`config.mk`:
```
export PLATFORM = sky130hd
export DESIGN_NAME = fixed_point_natural_log
export DESIGN_NICKNAME = d
export VERILOG_FILES = /design/src/fpln_pkg.sv /design/src/fpln_seq.sv /design/src/fpln_dp.sv /design/src/fixed_point_natural_log.sv
export SDC_FILE = /design/constraint.sdc
export NUM_CORES = 1
export LEC_CHECK = 0
export BUFFER_PORTS_ARGS = -buffer_cell sky130_fd_sc_hd__buf_4
export CORE_MARGIN = 2
export CORE_UTILIZATION = 60
export CTS_BUF_LIST = sky130_fd_sc_hd__clkbuf_16
export DETAILED_ROUTE_END_ITERATION = 8
export PLACE_DENSITY = 0.78
export SYNTH_ARGS = -nofsm -noshare
export SYNTH_HDL_FRONTEND = slang
export SYNTH_SLANG_ARGS = --single-unit
```
`constraint.sdc`:
```
create_clock -name clk -period 6.9 [get_ports clk]
set_input_delay 0.69 -clock clk [delete_from_list [all_inputs] [get_ports clk]]
set_output_delay 0.69 -clock clk [all_outputs]
set_load 0.005 [all_outputs]
```
`src/fpln_pkg.sv`:
```
`timescale 1ns / 1ps

package fpln_pkg;

    localparam int FRAC_BITS = 5;
    localparam int LOG_TERMS = 5;

    localparam int VALUE_W = 32;
    localparam int OUT_W = 11;
    localparam int MANT_W = FRAC_BITS + 2;
    localparam int ACC_W = FRAC_BITS + 1;
    localparam int LG_W = FRAC_BITS + 6;
    localparam int MUL_W = LG_W;
    localparam int PROD_W = 2 * MUL_W;
    localparam int K_W = 7;
    localparam int K_LIMIT = 64;
    localparam int LV_W = $clog2(LOG_TERMS + 1);
    localparam int KD = 2 ** LV_W;
    localparam int NORM_W = 5;
    localparam int CNT_W = 5;

    localparam logic [31:0] LN2_Q32 = 32'hB17217F7;
    localparam logic [FRAC_BITS-1:0] LN2_FX = FRAC_BITS'(LN2_Q32 >> (32 - FRAC_BITS));

    localparam int PC_W = 5;
    localparam int PROG_LEN = 17;

    localparam logic [PC_W-1:0] A_WAIT = PC_W'(0);
    localparam logic [PC_W-1:0] A_NORM0 = PC_W'(1);
    localparam logic [PC_W-1:0] A_NORM1 = PC_W'(2);
    localparam logic [PC_W-1:0] A_NORM2 = PC_W'(3);
    localparam logic [PC_W-1:0] A_NORM3 = PC_W'(4);
    localparam logic [PC_W-1:0] A_NORM4 = PC_W'(5);
    localparam logic [PC_W-1:0] A_MANT = PC_W'(6);
    localparam logic [PC_W-1:0] A_LVL = PC_W'(7);
    localparam logic [PC_W-1:0] A_MTEST = PC_W'(8);
    localparam logic [PC_W-1:0] A_SQ = PC_W'(9);
    localparam logic [PC_W-1:0] A_NEXT = PC_W'(10);
    localparam logic [PC_W-1:0] A_ONE = PC_W'(11);
    localparam logic [PC_W-1:0] A_ZACC = PC_W'(12);
    localparam logic [PC_W-1:0] A_UNW = PC_W'(13);
    localparam logic [PC_W-1:0] A_SUM = PC_W'(14);
    localparam logic [PC_W-1:0] A_MULLN = PC_W'(15);
    localparam logic [PC_W-1:0] A_OUT = PC_W'(16);

    typedef enum logic [3:0] {
        OP_NOP,
        OP_WAIT,
        OP_NORM,
        OP_MANT,
        OP_SQUARE,
        OP_NEXT,
        OP_ACC1,
        OP_ACC0,
        OP_UNW,
        OP_SUM,
        OP_MULLN,
        OP_OUT
    } op_t;

    typedef enum logic [2:0] {
        C_NEVER,
        C_ALWAYS,
        C_ZERO,
        C_DEPTH,
        C_MONE,
        C_MLOW,
        C_NOTLV0
    } cond_t;

    typedef struct packed {
        op_t              op;
        cond_t            cond;
        logic [PC_W-1:0]  tgt;
        logic [NORM_W-1:0] sh;
    } ctrl_t;

    typedef struct packed {
        logic in_zero;
        logic depth;
        logic mone;
        logic mlow;
        logic notlv0;
        logic stall;
    } status_t;

    function automatic ctrl_t mk_word(input op_t op, input cond_t cond,
                                      input logic [PC_W-1:0] tgt,
                                      input logic [NORM_W-1:0] sh);
        ctrl_t w;
        w.op = op;
        w.cond = cond;
        w.tgt = tgt;
        w.sh = sh;
        return w;
    endfunction

    function automatic ctrl_t ucode_rom(input logic [PC_W-1:0] addr);
        ctrl_t w;
        unique case (addr)
            A_WAIT:  w = mk_word(OP_WAIT, C_ZERO, A_OUT, NORM_W'(0));
            A_NORM0: w = mk_word(OP_NORM, C_NEVER, A_WAIT, NORM_W'(16));
            A_NORM1: w = mk_word(OP_NORM, C_NEVER, A_WAIT, NORM_W'(8));
            A_NORM2: w = mk_word(OP_NORM, C_NEVER, A_WAIT, NORM_W'(4));
            A_NORM3: w = mk_word(OP_NORM, C_NEVER, A_WAIT, NORM_W'(2));
            A_NORM4: w = mk_word(OP_NORM, C_NEVER, A_WAIT, NORM_W'(1));
            A_MANT:  w = mk_word(OP_MANT, C_NEVER, A_WAIT, NORM_W'(0));
            A_LVL:   w = mk_word(OP_NOP, C_DEPTH, A_ONE, NORM_W'(0));
            A_MTEST: w = mk_word(OP_NOP, C_MONE, A_ZACC, NORM_W'(0));
            A_SQ:    w = mk_word(OP_SQUARE, C_MLOW, A_SQ, NORM_W'(0));
            A_NEXT:  w = mk_word(OP_NEXT, C_ALWAYS, A_LVL, NORM_W'(0));
            A_ONE:   w = mk_word(OP_ACC1, C_ALWAYS, A_UNW, NORM_W'(0));
            A_ZACC:  w = mk_word(OP_ACC0, C_NEVER, A_WAIT, NORM_W'(0));
            A_UNW:   w = mk_word(OP_UNW, C_NOTLV0, A_UNW, NORM_W'(0));
            A_SUM:   w = mk_word(OP_SUM, C_NEVER, A_WAIT, NORM_W'(0));
            A_MULLN: w = mk_word(OP_MULLN, C_NEVER, A_WAIT, NORM_W'(0));
            A_OUT:   w = mk_word(OP_OUT, C_ALWAYS, A_WAIT, NORM_W'(0));
            default: w = mk_word(OP_NOP, C_ALWAYS, A_WAIT, NORM_W'(0));
        endcase
        return w;
    endfunction

endpackage

```
`src/fpln_seq.sv`:
```
`timescale 1ns / 1ps

module fpln_seq (
    input  logic              clk,
    input  logic              rst_n,
    input  fpln_pkg::status_t status,
    output fpln_pkg::ctrl_t   ctrl
);
    import fpln_pkg::*;

    logic [PC_W-1:0] pc_reg;
    logic [PC_W-1:0] pc_next;
    ctrl_t           word;
    logic            take;

    assign word = ucode_rom(pc_reg);
    assign ctrl = word;

    always_comb
    begin
        unique case (word.cond)
            C_NEVER:  take = 1'b0;
            C_ALWAYS: take = 1'b1;
            C_ZERO:   take = status.in_zero;
            C_DEPTH:  take = status.depth;
            C_MONE:   take = status.mone;
            C_MLOW:   take = status.mlow;
            C_NOTLV0: take = status.notlv0;
            default:  take = 1'b0;
        endcase
    end

    always_comb
    begin
        priority if (status.stall)
        begin
            pc_next = pc_reg;
        end
        else if (take)
        begin
            pc_next = word.tgt;
        end
        else
        begin
            pc_next = pc_reg + PC_W'(1);
        end
    end

    always_ff @(posedge clk or negedge rst_n)
    begin
        if (!rst_n)
        begin
            pc_reg <= A_WAIT;
        end
        else
        begin
            pc_reg <= pc_next;
        end
    end

`ifndef ASSERT_OFF
    a_pc_range: assert property (@(posedge clk) disable iff (!rst_n)
        pc_reg < PC_W'(PROG_LEN))
        else $error("Step counter left the program.");

    a_stall_hold: assert property (@(posedge clk) disable iff (!rst_n)
        status.stall |=> pc_reg == $past(pc_reg))
        else $error("Step counter moved during a stall.");
`endif

endmodule

```
`src/fpln_dp.sv`:
```
`timescale 1ns / 1ps

module fpln_dp (
    input  logic                                 clk,
    input  logic                                 rst_n,
    input  fpln_pkg::ctrl_t                      ctrl,
    output fpln_pkg::status_t                    status,
    input  logic                                 in_valid,
    output logic                                 in_ready,
    input  logic [fpln_pkg::VALUE_W-1:0]         value,
    output logic                                 out_valid,
    input  logic                                 out_ready,
    output logic signed [fpln_pkg::OUT_W-1:0]    log_value,
    output logic                                 zero_input
);
    import fpln_pkg::*;

    localparam logic [MANT_W-1:0] ONE_M = MANT_W'(1) << FRAC_BITS;
    localparam logic [MANT_W-1:0] TWO_M = MANT_W'(2) << FRAC_BITS;
    localparam logic [ACC_W-1:0] ONE_A = ACC_W'(1) << FRAC_BITS;

    logic [VALUE_W-1:0] x_reg, x_next;
    logic [CNT_W-1:0]   n_reg, n_next;
    logic [MANT_W-1:0]  m_reg, m_next;
    logic [K_W-1:0]     k_reg, k_next;
    logic [LV_W-1:0]    level_reg, level_next;
    logic [ACC_W-1:0]   acc_reg, acc_next;
    logic [LG_W-1:0]    lg2_reg, lg2_next;
    logic [OUT_W-1:0]   res_reg, res_next;
    logic               zero_reg, zero_next;
    logic               out_valid_reg, out_valid_next;
    logic [OUT_W-1:0]   log_value_reg, log_value_next;
    logic               zero_input_reg, zero_input_next;
    logic [K_W-1:0]     karr [KD];

    logic               accept;
    logic               out_free;
    logic [VALUE_W-1:0] norm_mask;
    logic [MUL_W-1:0]   mul_a, mul_b;
    logic [PROD_W-1:0]  prod;
    logic [K_W-1:0]     k_rd;
    logic [MANT_W-1:0]  unw_sum;
    logic [MANT_W-1:0]  unw_shift;

    assign in_ready = (ctrl.op == OP_WAIT);
    assign accept = in_valid && in_ready;
    assign out_free = !out_valid_reg || out_ready;

    assign norm_mask = ~({VALUE_W{1'b1}} >> ctrl.sh);

    assign mul_a = (ctrl.op == OP_MULLN) ? lg2_reg : MUL_W'(m_reg);
    assign mul_b = (ctrl.op == OP_MULLN) ? MUL_W'(LN2_FX) : MUL_W'(m_reg);
    assign prod = PROD_W'(mul_a) * PROD_W'(mul_b);

    assign k_rd = karr[level_reg - LV_W'(1)];
    assign unw_sum = MANT_W'(ONE_A) + MANT_W'(acc_reg);
    assign unw_shift = unw_sum >> k_rd;

    assign status.in_zero = (value == '0);
    assign status.depth = (level_reg == LV_W'(LOG_TERMS));
    assign status.mone = (m_reg == ONE_M);
    assign status.mlow = (m_reg < TWO_M) && (k_reg < K_W'(K_LIMIT));
    assign status.notlv0 = (level_reg != '0);
    assign status.stall = ((ctrl.op == OP_WAIT) && !in_valid)
                        || ((ctrl.op == OP_OUT) && !out_free);

    always_comb
    begin
        x_next = x_reg;
        n_next = n_reg;
        m_next = m_reg;
        k_next = k_reg;
        level_next = level_reg;
        acc_next = acc_reg;
        lg2_next = lg2_reg;
        res_next = res_reg;
        zero_next = zero_reg;
        out_valid_next = out_valid_reg && !out_ready;
        log_value_next = log_value_reg;
        zero_input_next = zero_input_reg;
        unique case (ctrl.op)
            OP_WAIT:
            begin
                if (accept)
                begin
                    x_next = value;
                    n_next = '0;
                    zero_next = (value == '0);
                end
            end
            OP_NORM:
            begin
                if ((x_reg & norm_mask) == '0)
                begin
                    x_next = x_reg << ctrl.sh;
                    n_next = n_reg + CNT_W'(ctrl.sh);
                end
            end
            OP_MANT:
            begin
                m_next = MANT_W'(x_reg[VALUE_W-1 -: FRAC_BITS+1]);
                k_next = '0;
                level_next = '0;
            end
            OP_SQUARE:
            begin
                if (status.mlow)
                begin
                    m_next = prod[FRAC_BITS +: MANT_W];
                    k_next = k_reg + K_W'(1);
                end
            end
            OP_NEXT:
            begin
                m_next = m_reg >> 1;
                level_next = level_reg + LV_W'(1);
                k_next = '0;
            end
            OP_ACC1:
            begin
                acc_next = ONE_A;
            end
            OP_ACC0:
            begin
                acc_next = '0;
            end
            OP_UNW:
            begin
                if (status.notlv0)
                begin
                    level_next = level_reg - LV_W'(1);
                    if (k_rd > K_W'(FRAC_BITS))
                    begin
                        acc_next = '0;
                    end
                    else
                    begin
                        acc_next = unw_shift[ACC_W-1:0];
                    end
                end
            end
            OP_SUM:
            begin
                lg2_next = (LG_W'(CNT_W'(31) - n_reg) << FRAC_BITS) + LG_W'(acc_reg);
            end
            OP_MULLN:
            begin
                res_next = prod[FRAC_BITS +: OUT_W];
            end
            OP_OUT:
            begin
                if (out_free)
                begin
                    out_valid_next = 1'b1;
                    log_value_next = zero_reg ? {OUT_W{1'b1}} : res_reg;
                    zero_input_next = zero_reg;
                end
            end
            default:
            begin
            end
        endcase
    end

    always_ff @(posedge clk or negedge rst_n)
    begin
        if (!rst_n)
        begin
            out_valid_reg <= 1'b0;
            level_reg <= '0;
            k_reg <= '0;
        end
        else
        begin
            out_valid_reg <= out_valid_next;
            level_reg <= level_next;
            k_reg <= k_next;
        end
    end

    always_ff @(posedge clk)
    begin
        x_reg <= x_next;
        n_reg <= n_next;
        m_reg <= m_next;
        acc_reg <= acc_next;
        lg2_reg <= lg2_next;
        res_reg <= res_next;
        zero_reg <= zero_next;
        log_value_reg <= log_value_next;
        zero_input_reg <= zero_input_next;
        if (ctrl.op == OP_NEXT)
        begin
            karr[level_reg] <= k_reg;
        end
    end

    assign out_valid = out_valid_reg;
    assign log_value = log_value_reg;
    assign zero_input = zero_input_reg;

`ifndef ASSERT_OFF
    a_level_bound: assert property (@(posedge clk) disable iff (!rst_n)
        level_reg <= LV_W'(LOG_TERMS))
        else $error("Refinement level went past its limit.");

    a_one_at_a_time: assert property (@(posedge clk) disable iff (!rst_n)
        accept |=> !in_ready)
        else $error("A second transaction was taken while one was in work.");

    a_zero_result: assert property (@(posedge clk) disable iff (!rst_n)
        (out_valid_reg && zero_input_reg) |-> (log_value_reg == {OUT_W{1'b1}}))
        else $error("Zero input did not give an all-ones result.");
`endif

endmodule

```
`src/fixed_point_natural_log.sv`:
```
`timescale 1ns / 1ps

// Natural logarithm of a 32-bit unsigned integer in signed fixed point.
// The input channel (in_valid, in_ready, value) takes one transaction at a time.
// The output channel (out_valid, out_ready, log_value, zero_input) gives one
// result per input transaction, held in an output register.
// A microcoded sequencer steps a single datapath with one shared multiplier.
// After acceptance an item is normalized by shift steps and its mantissa taken.
// Each refinement level then squares the mantissa on the shared multiplier
// until it reaches two or the squaring limit (k squarings) and halves it.
// Once the deepest level is reached or the mantissa reaches one, the levels
// are unwound, then the sum is formed, scaled by ln2 and loaded for output.
// A zero input skips to the output with log_value all ones and zero_input set.
// The next transaction is accepted once the result has been loaded into the
// output register, even while that result still waits for out_ready.
// When out_ready stays low and a new result is ready, the sequencer holds
// until the output register frees.
// Reset clears the sequencer, the output valid flag, the level and the squaring
// count; the block keeps no other state between transactions.

module fixed_point_natural_log (
    input  logic                              clk,
    input  logic                              rst_n,
    input  logic                              in_valid,
    output logic                              in_ready,
    input  logic [fpln_pkg::VALUE_W-1:0]      value,
    output logic                              out_valid,
    input  logic                              out_ready,
    output logic signed [fpln_pkg::OUT_W-1:0] log_value,
    output logic                              zero_input
);
    import fpln_pkg::*;

    ctrl_t   ctrl;
    status_t status;

    fpln_seq u_seq (
        .clk    (clk),
        .rst_n  (rst_n),
        .status (status),
        .ctrl   (ctrl)
    );

    fpln_dp u_dp (
        .clk        (clk),
        .rst_n      (rst_n),
        .ctrl       (ctrl),
        .status     (status),
        .in_valid   (in_valid),
        .in_ready   (in_ready),
        .value      (value),
        .out_valid  (out_valid),
        .out_ready  (out_ready),
        .log_value  (log_value),
        .zero_input (zero_input)
    );

endmodule

```
# [Word-level counts from Yosys, hierarchy flattened]
# Memory sizes are Yosys's and may differ from the RTL's.
# Index checks and enable logic that the tools add are counted.
[totals] out_inout_bits=14 mem_count=2 latchBits=0 inputBits=36 ram_bits=56 romBits=544 register_bits=101
[mem_list] memory="(no name shown)" words=32 word_bits=17 read_ports=1 rd_clocked_by_memory_dff=0 wr=0 line_no="fpln_pkg.sv:100" rtl="unique case (addr)"
[mem_list] memory="u_dp.karr" words=8 word_bits=7 read_ports=1 rd_clocked_by_memory_dff=0 wr=1 line_no="fpln_dp.sv:34" rtl="logic [K_W-1:0] karr [KD];"
[classes] magnitude_cmp=3 eq_ne=23 mul=1 shift=3 n_reduce_logical=27 mux=23 n_addsub=8 div=0 n_bitwise=2
[op_table] cell="logical NOT 32 bit" count=2
[op_table] cell="2-to-1 mux 32 bit" count=2
[op_table] cell="case mux 32 bit (2 select lines)" count=1
[op_table] cell="bitwise AND 32 bit" count=1
[op_table] cell="inverter 32 bit" count=1
[op_table] cell="left shift 32 x 5 -> 32 bit" count=1
[op_table] cell=">> shifter 32 x 5 -> 32 bit (first input constant)" count=1
[op_table] cell="2-to-1 mux 7 bit" count=3
[op_table] cell="case mux 7 bit (3 select lines)" count=1
[op_table] cell="case mux 6 bit (3 select lines)" count=1
[op_table] cell="equality test 4 x 3 -> 1 bit (second input constant)" count=4
[op_table] cell="equality test 4 bit (second input constant)" count=4
[op_table] cell="multiplier 11 x 11 -> 16 bit" count=1
[op_table] cell="2-to-1 mux 5 bit" count=3
[op_table] cell="less-than comparator 7 bit (second input constant)" count=2
[op_table] cell="case mux 7 bit (2 select lines)" count=1
[op_table] cell="equality test 3 bit (second input constant)" count=4
[op_table] cell="2-to-1 mux 6 bit" count=2
[op_table] cell="AND reduction 2 bit" count=6
[op_table] cell="nonzero test 3 bit" count=4
[op_table] cell="adder 11 x 6 -> 11 bit" count=1
[op_table] cell="2-to-1 mux 11 bit" count=1
[op_table] cell="case mux 5 bit (2 select lines)" count=1
[op_table] cell="case mux 3 bit (3 select lines)" count=1
[op_table] cell="25 further kinds" count=41

# [Depth between registers and ports, before layout]
# An unclocked memory read counts as a cell.
[logic_depth] depth_word=7 depth_mapped=24 depth_no_buf=23

# [Modules after synthesis]
# A second synthesis with hierarchy kept.
[unflattened] hier_cells=1080 area_unflattened_um2=11312.1
[by_module_without_submodules] module="fpln_dp" area_per_inst_um2=10547.6 n_inst=1 cells_per_inst=981 seq_area_each_um2=4509.3
[by_module_without_submodules] module="fpln_seq" area_per_inst_um2=764.5 n_inst=1 cells_per_inst=99 seq_area_each_um2=125.1

# [Worst setup path after synthesis]
# No wires, ideal clock.
[synth_path] path_kind="register -> register" startpoint="reg u_seq.pc_reg[0]" endpoint="reg u_dp.m_reg[6] (data pin)" stages_incl_launch_ff=23 slack_ns=0.958 arrival_time_ns=5.667 required_ns=6.625 setup_time_ns=0.275 synth_period_minus_slack_ns=5.942 cell_sequence="dfrtp_1 -> inv_1 -> ha_1 -> nor4b_1 -> nand3_1 -> inv_1 -> buf_4 -> clkbuf_1 -> o21ai_0 -> fa_1 -> inv_1 -> fa_1 -> fa_1 -> inv_1 -> fa_1 -> inv_1 -> ha_1 -> nor3_1 -> nor2_1 -> a31oi_1 -> nand2b_1 -> a21oi_1 -> nor3b_1"
[synth_between] elab_chain_cells=6 word_cells_on_any_way=10 cone_classes="mul (1); eq/ne (4); mux (4); memory (1)"
[synth_lines] element="from (decl)" line_no="fpln_seq.sv:11" rtl="logic [PC_W-1:0] pc_reg;"
[synth_lines] element="from (signal assigned)" line_no="fpln_seq.sv:57" rtl="pc_reg <= pc_next;"
[synth_lines] element="memory (32 x 17 bit) (*)"
[synth_lines] element="equality test 4 bit (*)" line_no="fpln_dp.sv:51, fpln_dp.sv:52"
[synth_lines] element="2-to-1 mux 11 bit or 2-to-1 mux 7 bit (tied branches)" line_no="fpln_dp.sv:51, fpln_dp.sv:52"
[synth_lines] element="multiplier 11 x 11 -> 16 bit (*)" line_no="fpln_dp.sv:53" rtl="assign prod = PROD_W'(mul_a) * PROD_W'(mul_b);"
[synth_lines] element="via u_dp.prod[11]" line_no="fpln_dp.sv:40" rtl="logic [PROD_W-1:0] prod;"
[synth_lines] element="2-to-1 mux 7 bit (*)" line_no="fpln_dp.sv:107" rtl="if (status.mlow)"
[synth_lines] element="case mux 7 bit (3 select lines) (*)" line_no="fpln_dp.sv:81" rtl="unique case (ctrl.op)"
[synth_lines] element="to (signal assigned)" line_no="fpln_dp.sv:185" rtl="m_reg <= m_next;"
[synth_lines] element="to (decl)" line_no="fpln_dp.sv:24" rtl="logic [MANT_W-1:0] m_reg, m_next;"
# The timed path passes the listed nets; every way through them passes the cells marked *. The select of a mux whose other input is x is not followed.
# A chain may end at the register's enable or synchronous reset.

# [Worst setup path in the final report]
[layout_path] startpoint="reg u_seq.pc_reg[0]" endpoint="reg u_dp.res_reg[10] (data pin)"
[layout_between] elab_chain_cells=4 word_cells_on_any_way=5 cone_classes="mul (1); eq/ne (1); mux (2); memory (1)"
[layout_lines] element="memory (32 x 17 bit) (*)"
[layout_lines] element="equality test 4 bit (*)" line_no="fpln_dp.sv:51, fpln_dp.sv:52"
[layout_lines] element="2-to-1 mux 11 bit or 2-to-1 mux 7 bit (tied branches)" line_no="fpln_dp.sv:51, fpln_dp.sv:52"
[layout_lines] element="multiplier 11 x 11 -> 16 bit (*)" line_no="fpln_dp.sv:53"
[layout_lines] element="via u_dp.prod[15]" line_no="fpln_dp.sv:40"
[layout_lines] element="to (signal assigned)" line_no="fpln_dp.sv:188" rtl="res_reg <= res_next;"
[layout_lines] element="to (decl)" line_no="fpln_dp.sv:29" rtl="logic [OUT_W-1:0] res_reg, res_next;"
# The timed path passes the listed nets; every way through them passes the cells marked *.

==> flow_summary.ini <==
[worst_setup_path]
reg2reg_depth = 21
critical_path_class = register to register
cp-end-kind = register
r2r_setup_slack_ps = 720
worstReg2RegStart = u_seq.pc_reg[0]$_DFFE_PN0N_
regToRegEndpoint = u_dp.res_reg[10]$_DFFE_PN_
cp_max_fo = 27
arrival_ps = 6370
required_ps = 7090
start_kind = register

[finish]
largest_reg_flops = 56
fill_cells = 1338
final_cell_mix = 141 x edfxtp_1, 81 x nand2_1, 77 x inv_1, 64 x buf_4, 55 x nor2_1
area_growth_pct = 11.14
layout_commonest_cell = edfxtp_1
diodes = 0
final_layout_size_suffix_gt1_share_pct = 15.80
nNetsFinal = 1139

[clock_network]
cts-root-buf = clkbuf_16
clk_pin_slew_worst_paths_ps = 70
clock_sink_count = 157
postCtsHoldBufs = 0
cts.repair.resized = 0
htreeDepth = 4
cts_buffers = 17
cts_setup_buffers = 0
insertion_delay_ps = 440
clockBufferDepth = 2
cts_tree = built

[die]
die-area_sq_mm = 0.01929
fp-row-count = 49
initial_utilization_pct = 60.99
die_h_microns = 138.9
dieWidth_microns = 138.9
io_pins = 50
core_sq_mm = 0.01790

[detailed_routing]
first_iter_violations = 909
wl_microns = 25860
drcViolationCount = 0
via_per_inst = 6.388
num_vias = 8010
wl_per_cell_microns = 20.62
dr.pass1.iters = 7
ant_nets = 0

[placed_design]
place_hpwl_microns = 18860
place.gp.congestion = 0.9796
numPortBuffers = 49

[synth]
yosys.area_share.simple_pct = 13.46
ys_ff_latch = 157
async_flop_share_pct = 10.19
synth_top_family_by_area = adder cells
ys_seq_area_share_pct = 42.44
synth_area_sq_mm = 0.01092
synth_edf_count = 141
synth_ff_type = edfxtp_1
synth.avg_cell_area_sq_um = 11.23
synthMuxAreaShare_pct = 11.92
synth-compound-area-share_pct = 11.49
postSynthCellCount = 972
synth-xor-area-share_pct = 2.166
ys_warn_count = 0
synth_fa_ha_area_share_pct = 13.48
yosysUniqueCellTypes = 76

[sta]
clock_skew_ps = 11.71
slew_violations = 0
tns_ps = 0
rsz0062_at_grt = no
maxClockFrequency_mhz = 161.8
hold_viol = 0
max_slew_margin_pct = 21.04
hold_slack_ps = 112.8
setup_viol = 0
fin_crit_sh_pct = 89.56
worst_pin_slew_ps = 1175
fin_crit_ps = 6179

[grt]
first_global_vias = 8018
grt-ovfl-total = 0
grt_pass1_wl_microns = 41760
grt_antenna_before_repair = 0
grt_usage_pct = 27.37
grt_max_degree = 35

[run]
maxCapViolCount = 0

[worst_hold_path]
hold_class = primary input to asynchronous set/reset pin

[status]
run_status = finished clean
-- metrics by stage --
step	area, sq um	setup slack [ps]	std cells	utilization [%]
after floorplan	10960	958.5	983	-
after global placement	11510	949.4	1222	64.32
after detailed placement	11510	782.4	1222	64.32
after CTS	12140	747.7	1254	67.79
after global routing	12140	238.2	1254	67.79
final	12140	720.7	1254	67.79
-- per-layer routing --
metal | track usage, % | vias up | wire length, microns
met3 | 6.768 | 63 | 2026
met4 | 8.187 | 0 | 591
li1 | - | 3653 | -
met1 | 36.89 | 3901 | 10790
met5 | 0 | - | 0
met2 | 44.54 | 393 | 12450
-- Yosys cell counts, types with 3 or more instances --
library cell | count | share of area, %
inv_1 | 77 | 2.6
or4_1 | 3 | 0.21
nand4_1 | 7 | 0.40
o22ai_1 | 9 | 0.52
dfrtp_1 | 16 | 3.7
o31ai_1 | 6 | 0.41
mux2_2 | 5 | 0.52
mux4_2 | 32 | 6.6
o21ai_0 | 43 | 2.0
nand2_1 | 81 | 2.8
nor4_1 | 19 | 1.1
xnor2_1 | 18 | 1.4
mux2i_1 | 51 | 4.7
nand3_1 | 17 | 0.78
o22a_1 | 5 | 0.40
a22oi_1 | 9 | 0.62
a22o_1 | 9 | 0.72
edfxtp_1 | 141 | 39
a211oi_1 | 6 | 0.41
o221ai_1 | 3 | 0.24
nor2b_1 | 14 | 0.80
or3_1 | 3 | 0.17
ha_1 | 48 | 5.5
or2_2 | 15 | 0.86
buf_1 | 3 | 0.10
buf_2 | 23 | 1.1
xor2_1 | 9 | 0.72
nor2_1 | 55 | 1.9
buf_4 | 3 | 0.21
o21a_1 | 5 | 0.34
nand3b_1 | 3 | 0.21
a222oi_1 | 6 | 0.55
a31oi_1 | 7 | 0.40
and3_1 | 21 | 1.2
a21o_1 | 17 | 1.2
o21ai_1 | 3 | 0.14
clkbuf_1 | 25 | 0.86
nor3_1 | 18 | 0.83
and2_1 | 11 | 0.63
a21oi_1 | 30 | 1.4
nand2b_1 | 10 | 0.57
fa_1 | 43 | 7.9
-- cell families after synthesis --
logic type / Yosys count
simple gates: 289
other cells: 2
xor+xnor: 27
mux: 89
buf+inv: 134
compound gates: 182
fa+ha+maj: 92
flops: 157
-- final cells by class --
| type | instances | area (sq um) | area share [%] |
|---|---|---|---|
| Multi-Input combinational cell | 692 | 5813 | 47.90 |
| Sequential cell | 157 | 4634 | 38.19 |
| Timing Repair Buffer | 64 | 480.5 | 3.959 |
| Clock buffer | 17 | 425.4 | 3.506 |
| Inverter | 80 | 300.3 | 2.474 |
| Tap cell | 229 | 286.5 | 2.361 |
| Clock inverter | 15 | 195.2 | 1.608 |
-- worst max-delay path: stages, from the launching register on --
cell and delay, ps:
dfrtp_1 500, inv_1 180, ha_1 320, nor4b_1 420, nand3_1 160, buf_4 240, inv_1 320, buf_4 280
nand2_1 130, inv_1 90, fa_1 410, inv_1 80, fa_1 430, fa_1 540, inv_1 60, fa_1 490
ha_1 360, and2_1 170, o21ai_0 280, nand3_1 170, a31oi_1 220, xnor2_1 80
-- worst max-delay path by stage --
stage                                            from                          end  slack (ps)  depth (start not counted)
after detailed placement  u_seq.pc_reg[0]$_DFFE_PN0N_   u_dp.res_reg[10]$_DFFE_PN_         780                         21
after global placement    u_seq.pc_reg[0]$_DFFE_PN0N_  u_dp.m_reg[6]$_SDFFCE_PP0P_         950                         21
after CTS                 u_seq.pc_reg[0]$_DFFE_PN0N_   u_dp.res_reg[10]$_DFFE_PN_         750                         21
after global routing      u_seq.pc_reg[0]$_DFFE_PN0N_      u_dp.m_reg[3]$_DFFE_PP_         240                         21
after floorplan           u_seq.pc_reg[0]$_DFFE_PN0N_  u_dp.m_reg[6]$_SDFFCE_PP0P_         960                         22
final                     u_seq.pc_reg[0]$_DFFE_PN0N_   u_dp.res_reg[10]$_DFFE_PN_         720                         21
Power is not shown: default switching activity piles up to over one toggle a cycle in this logic, so the estimate is an artifact.
